<file path="src/hw/rtl/mnbs_ram.sv">
// Generic single-port-write, single-port-read RAM with registered read.
module mnbs_ram #(
    parameter int WIDTH = 8,
    parameter int DEPTH = 256
) (
    input  logic                     clk,
    input  logic                     we,
    input  logic [$clog2(DEPTH)-1:0] waddr,
    input  logic [WIDTH-1:0]         wdata,
    input  logic [$clog2(DEPTH)-1:0] raddr,
    output logic [WIDTH-1:0]         rdata
);

    logic [WIDTH-1:0] mem [DEPTH];

    always_ff @(posedge clk)
    begin
        if (we)
            mem[waddr] <= wdata;
        rdata <= mem[raddr];
    end

endmodule

</file>
<file path="config.mk">
export PLATFORM = sky130hd
export DESIGN_NAME = mnbs_ram
export DESIGN_NICKNAME = d
export VERILOG_FILES = /design/src/hw/rtl/mnbs_ram.sv
export SDC_FILE = /design/constraint.sdc
export NUM_CORES = 2
export LEC_CHECK = 0
export BUFFER_PORTS_ARGS = -buffer_cell sky130_fd_sc_hd__buf_4
export CORE_AREA = 2 2 518 520
export CTS_CLUSTER_SIZE = 30
export DETAILED_ROUTE_END_ITERATION = 10
export DIE_AREA = 0 0 520 522
export RECOVER_POWER = 50
export SLEW_MARGIN = 5
export SYNTH_ARGS = -nofsm -noshare
export SYNTH_HDL_FRONTEND = slang
export SYNTH_SLANG_ARGS = --single-unit
</file>
<file path="constraint.sdc">
create_clock -name clk -period 2.9 [get_ports clk]
set_clock_uncertainty 0.1 [all_clocks]
set_input_delay 0.58 -clock clk [delete_from_list [all_inputs] [get_ports clk]]
set_output_delay 0.58 -clock clk [all_outputs]
set_load 0.03 [all_outputs]
</file>
==> metrics.md <==
| Metric | Value |
|---|---|
| Status | `complete, but fails checks` |
| Violations in the final reports | `design-rule violations, max-capacitance violations, max-slew violations` |
| Mean instance size in the synthesized netlist | `21.3 um^2` |
| Routed wire length | `209000 um` |
| Setup repair after global routing missed its margin | `no` |
| Worst-skew pair later-pin latency | `0.87 ns` |
| Complex-gate fraction of the synthesized area | `3.42%` |
| Number of global-route vias before repair | `41800` |
| Post-route non-filler standard cell count | `8194` |
| Die area | `271000 um^2` |
| Synthesized flop and latch total | `2056` |
| Total count of max-transition violations in the final report | `539` |
| Die span in x | `520 um` |
| Detail Placement HPWL | `137000 um` |
| Count of buffers inserted at the top-level ports | `33` |
| Hold crit path type | `input pin to flip-flop` |
| Buffers inserted by post-CTS timing repair | `0` |
| Worst R2R Setup Slack | `0.06 ns` |
| Worst path arrival time | `3.52 ns` |
| Wire length of the first global-routing pass | `301000 um` |
| Mean number of vias per cell | `5.03` |
| Power density over the cells | `660 nW/um^2` |
| Final setup violation count | `0` |
| Router iterations before antenna repair | `9` |
| Routed len/inst | `25.5 um` |
| Startpoint kind of the worst setup timing path | `input pin` |
| Total congestion overflow | `0` |
| Terminus of the critical flop-to-flop path | `rdata[7]` |
| Number of cell instances on the worst register-to-register path | `6` |
| Initial Utilization | `29.9%` |
| Post-route clock period utilization | `99.1%` |
| Overall global routing resource usage | `15.2%` |
| Fillcell total | `24300` |
| Crit Path Category | `input pin to flip-flop` |
| Fraction of synthesized area in multiplexers | `14.6%` |
| Logic depth of the worst path, buffers included | `10` |
| Max Cap Violations | `10` |
| Total number of H-tree levels | `4` |
| Leak Pwr | `0.0306 uW` |
| Root Driver | `clkbuf_16` |
| Number of placed I/O pins | `34` |
| Core Rows | `190` |
| Post-synthesis cell count | `3733` |
| Maximum resistive drop on vdd | `0.594 mV` |
| Starting DRT DRC Count | `4805` |
| Endpoint class of the critical path | `flip-flop` |
| Post-synth EDFFs | `2048` |
| Startpoint of the tightest hold check path | `waddr[5]` |
| Share of synthesized flip-flops with an asynchronous set or reset | `0%` |
| Crit-path max cell delay | `0.78 ns` |
| Mapped Area | `79600 um^2` |
| Std-Cell Core Area | `266000 um^2` |
| Slew HR | `-85.5%` |
| Timing-limited maximum frequency | `0.348 GHz` |
| Required time at the endpoint of the critical path | `3.55 ns` |
| Core utilization of the finished layout | `36.0%` |
| Reg clk slew, reported paths | `0.06 ns` |
| Ys Warns | `0` |
| Xor and xnor fraction of the mapped netlist area | `0%` |
| Clock tree from TritonCTS | `yes` |
| Worst path buffer plus inverter count | `4` |
| Sequence of cells on the critical path | `buf_8 > buf_12 > buf_12 > mux4_2 > nor2b_1 > a211oi_1 > nor2_1 > nor4_1 > buf_4 > nor4_1` |
| Maximum number of pins on one net before global-route repair | `104` |
| Post-Synth Simple-Gate Area | `2.63%` |
| Cells after DPL | `7801` |
| Reg2reg start | `mem[68][7]` |
| Number of buffers created by CTS | `207` |
| Number of sinks driven by the clock tree | `2056` |
| Area share of fa/ha/maj cells after synthesis | `0%` |
| Kind of cell with the highest combined delay on the critical path | `simple AND/OR/NAND/NOR gates` |
| DRT antenna net count | `0` |
| Number of instances on the worst hold path | `4` |
| Hold-critical path endpoint | `mem[138][2]` |
| # nets final | `4485` |
| Transition time at the pin with the least slew margin | `2.78 ns` |
| Leading register cell type out of synthesis | `edfxtp_1` |
| Combinational family with the most area after synthesis | `multiplexers` |
| Cell type of the slowest stage on the worst timing path | `nor4_1` |
| Max Buffers Root-to-Sink | `3` |
| DRC viols | `2` |
| Maximum fanout along the worst path | `24` |
| Die outline height | `522 um` |
| Vias | `41200` |
| Min Tclk post-route | `2.87 ns` |
| Sequential element share of the synthesized area | `77.5%` |
| Hold violation count in the final report | `0` |
| Proportion of layout cells with a drive suffix above 1 | `32.2%` |
| Syn-to-layout area delta | `20.6%` |
| Number of antenna violations at the first check in global routing | `14` |
| Weighted congestion reported at the end of routability-driven placement | `0.834` |
| Nets in the synthesized netlist | `3759` |
| Count of cell types in the netlist | `55` |
[worst max path at each step]
stage | start | end
floorplan | raddr[0] | rdata[2]
global placement | raddr[0] | rdata[4]
detailed placement | raddr[0] | rdata[4]
global route | wdata[5] | mem[202][5]
finish | raddr[0] | rdata[7]
CTS | raddr[0] | rdata[0]
[per-stage QoR]
step / total power (uW) / area, um^2 / setup TNS [ns] / hold slack [ns] / worst slack [ns]
after global routing: 65100 / 96000 / 0 / 0.133 / 0.0301
after CTS: 63900 / 96400 / 0 / 0.00126 / 0.146
after floorplan: 35000 / 79600 / 0 / 0.579 / 0.282
after global placement: 37000 / 89400 / -5.83 / 0.896 / -1.14
final: 63400 / 96000 / 0 / 0.125 / 0.0262
after detailed placement: 37100 / 89400 / -5.97 / 0.902 / -1.11
[sequential cells by signal, indices dropped and copies added (netlist names)]
signal  flops
mem      2048
rdata       8
[repair_timing]
item,4_1_cts,5_1_grt
gates resized for setup,3,0
hold buffers,1,0
setup endpoints to repair,3,0
endpoints found under the hold margin,27,0
[power by group]
group | switching (uW) | internal [uW]
logic | 2110 | 1400
clock network | 11500 | 15500
registers | 90.8 | 32800
total | 13700 | 49600
[synth_stat cells (all sizes together) (2+ instances only)]
library cell / number / area share [%]
or2: 4 / 0.031
a2111oi: 5 / 0.066
nand2b: 8 / 0.063
o21ai: 12 / 0.075
edfxtp: 2048 / 77
mux2i: 134 / 1.7
buf: 122 / 1.3
a211oi: 16 / 0.15
nor2: 282 / 1.3
a22oi: 133 / 1.3
nand2: 33 / 0.16
o32ai: 5 / 0.064
and2: 6 / 0.047
o221ai: 47 / 0.53
nand4: 10 / 0.079
a221oi: 14 / 0.16
a311oi: 2 / 0.022
nand3b: 2 / 0.019
o22ai: 28 / 0.22
a31oi: 2 / 0.016
a22o: 8 / 0.088
nor4: 27 / 0.24
and3b: 2 / 0.022
nor3: 22 / 0.14
o22a: 5 / 0.055
dfxtp: 8 / 0.20
clkbuf: 111 / 0.52
mux4: 456 / 13
nand3: 34 / 0.21
nor2b: 31 / 0.24
a21oi: 96 / 0.60
o211ai: 10 / 0.094
[placed cells by master, fill, tap and decap left out, types with 10 or more instances in the layout]
cell	instances
edfxtp_1	2048
buf_4	596
mux4_2	454
nor2_1	279
clkbuf_16	207
mux2i_1	134
a22oi_1	133
a21oi_1	96
buf_12	78
clkbuf_1	75
clkinv_1	46
o221ai_1	46
clkinv_2	42
nand3_1	34
nand2_1	33
o22ai_1	28
nor2b_1	28
clkbuf_2	24
bufinv_16	23
nor4_1	22
nor3_1	21
a211oi_1	16
a221oi_1	13
nand4_1	10
o211ai_1	10
o21ai_0	10
[cell type report]
| type | instances | area, um^2 | share of cell area [%] |
|---|---|---|---|
| sequential | 2056 | 61700 | 64.2 |
| multi-input combinational | 1442 | 16500 | 17.2 |
| timing repair buffer | 750 | 6420 | 6.69 |
| clock buffer | 248 | 5410 | 5.64 |
| tap | 3552 | 4440 | 4.63 |
| clock inverter | 138 | 1510 | 1.57 |
| antenna | 6 | 15.0 | 0.0156 |
| inverter | 2 | 7.51 | 0.00782 |
[cells by family (layout without fill, tap and decap cells)]
group / count (synthesis) / after routing
AOI/OAI and AO/OA: 385 / 385
other: 0 / 6
DFF: 2056 / 2056
buffers and inverters: 235 / 1138
and+or+nand+nor: 466 / 466
muxes: 591 / 591
[worst register-to-register path: stages, from the launching register on]
cell and delay (ns):
edfxtp_1 0.38, mux4_2 0.50, mux4_2 0.55, nor2b_1 0.16, nor4_1 0.73, buf_4 0.28
nor4_1 0.06
[layer usage]
metal	vias to the layer above	routed length, um	global-route usage, %
met5	-	27	0
met2	1664	102000	25.1
met4	4	6000	4.65
met3	294	15300	2.41
met1	22100	85900	20.5
li1	17200	-	-
No activity file was read; power rests on OpenSTA's default activity.
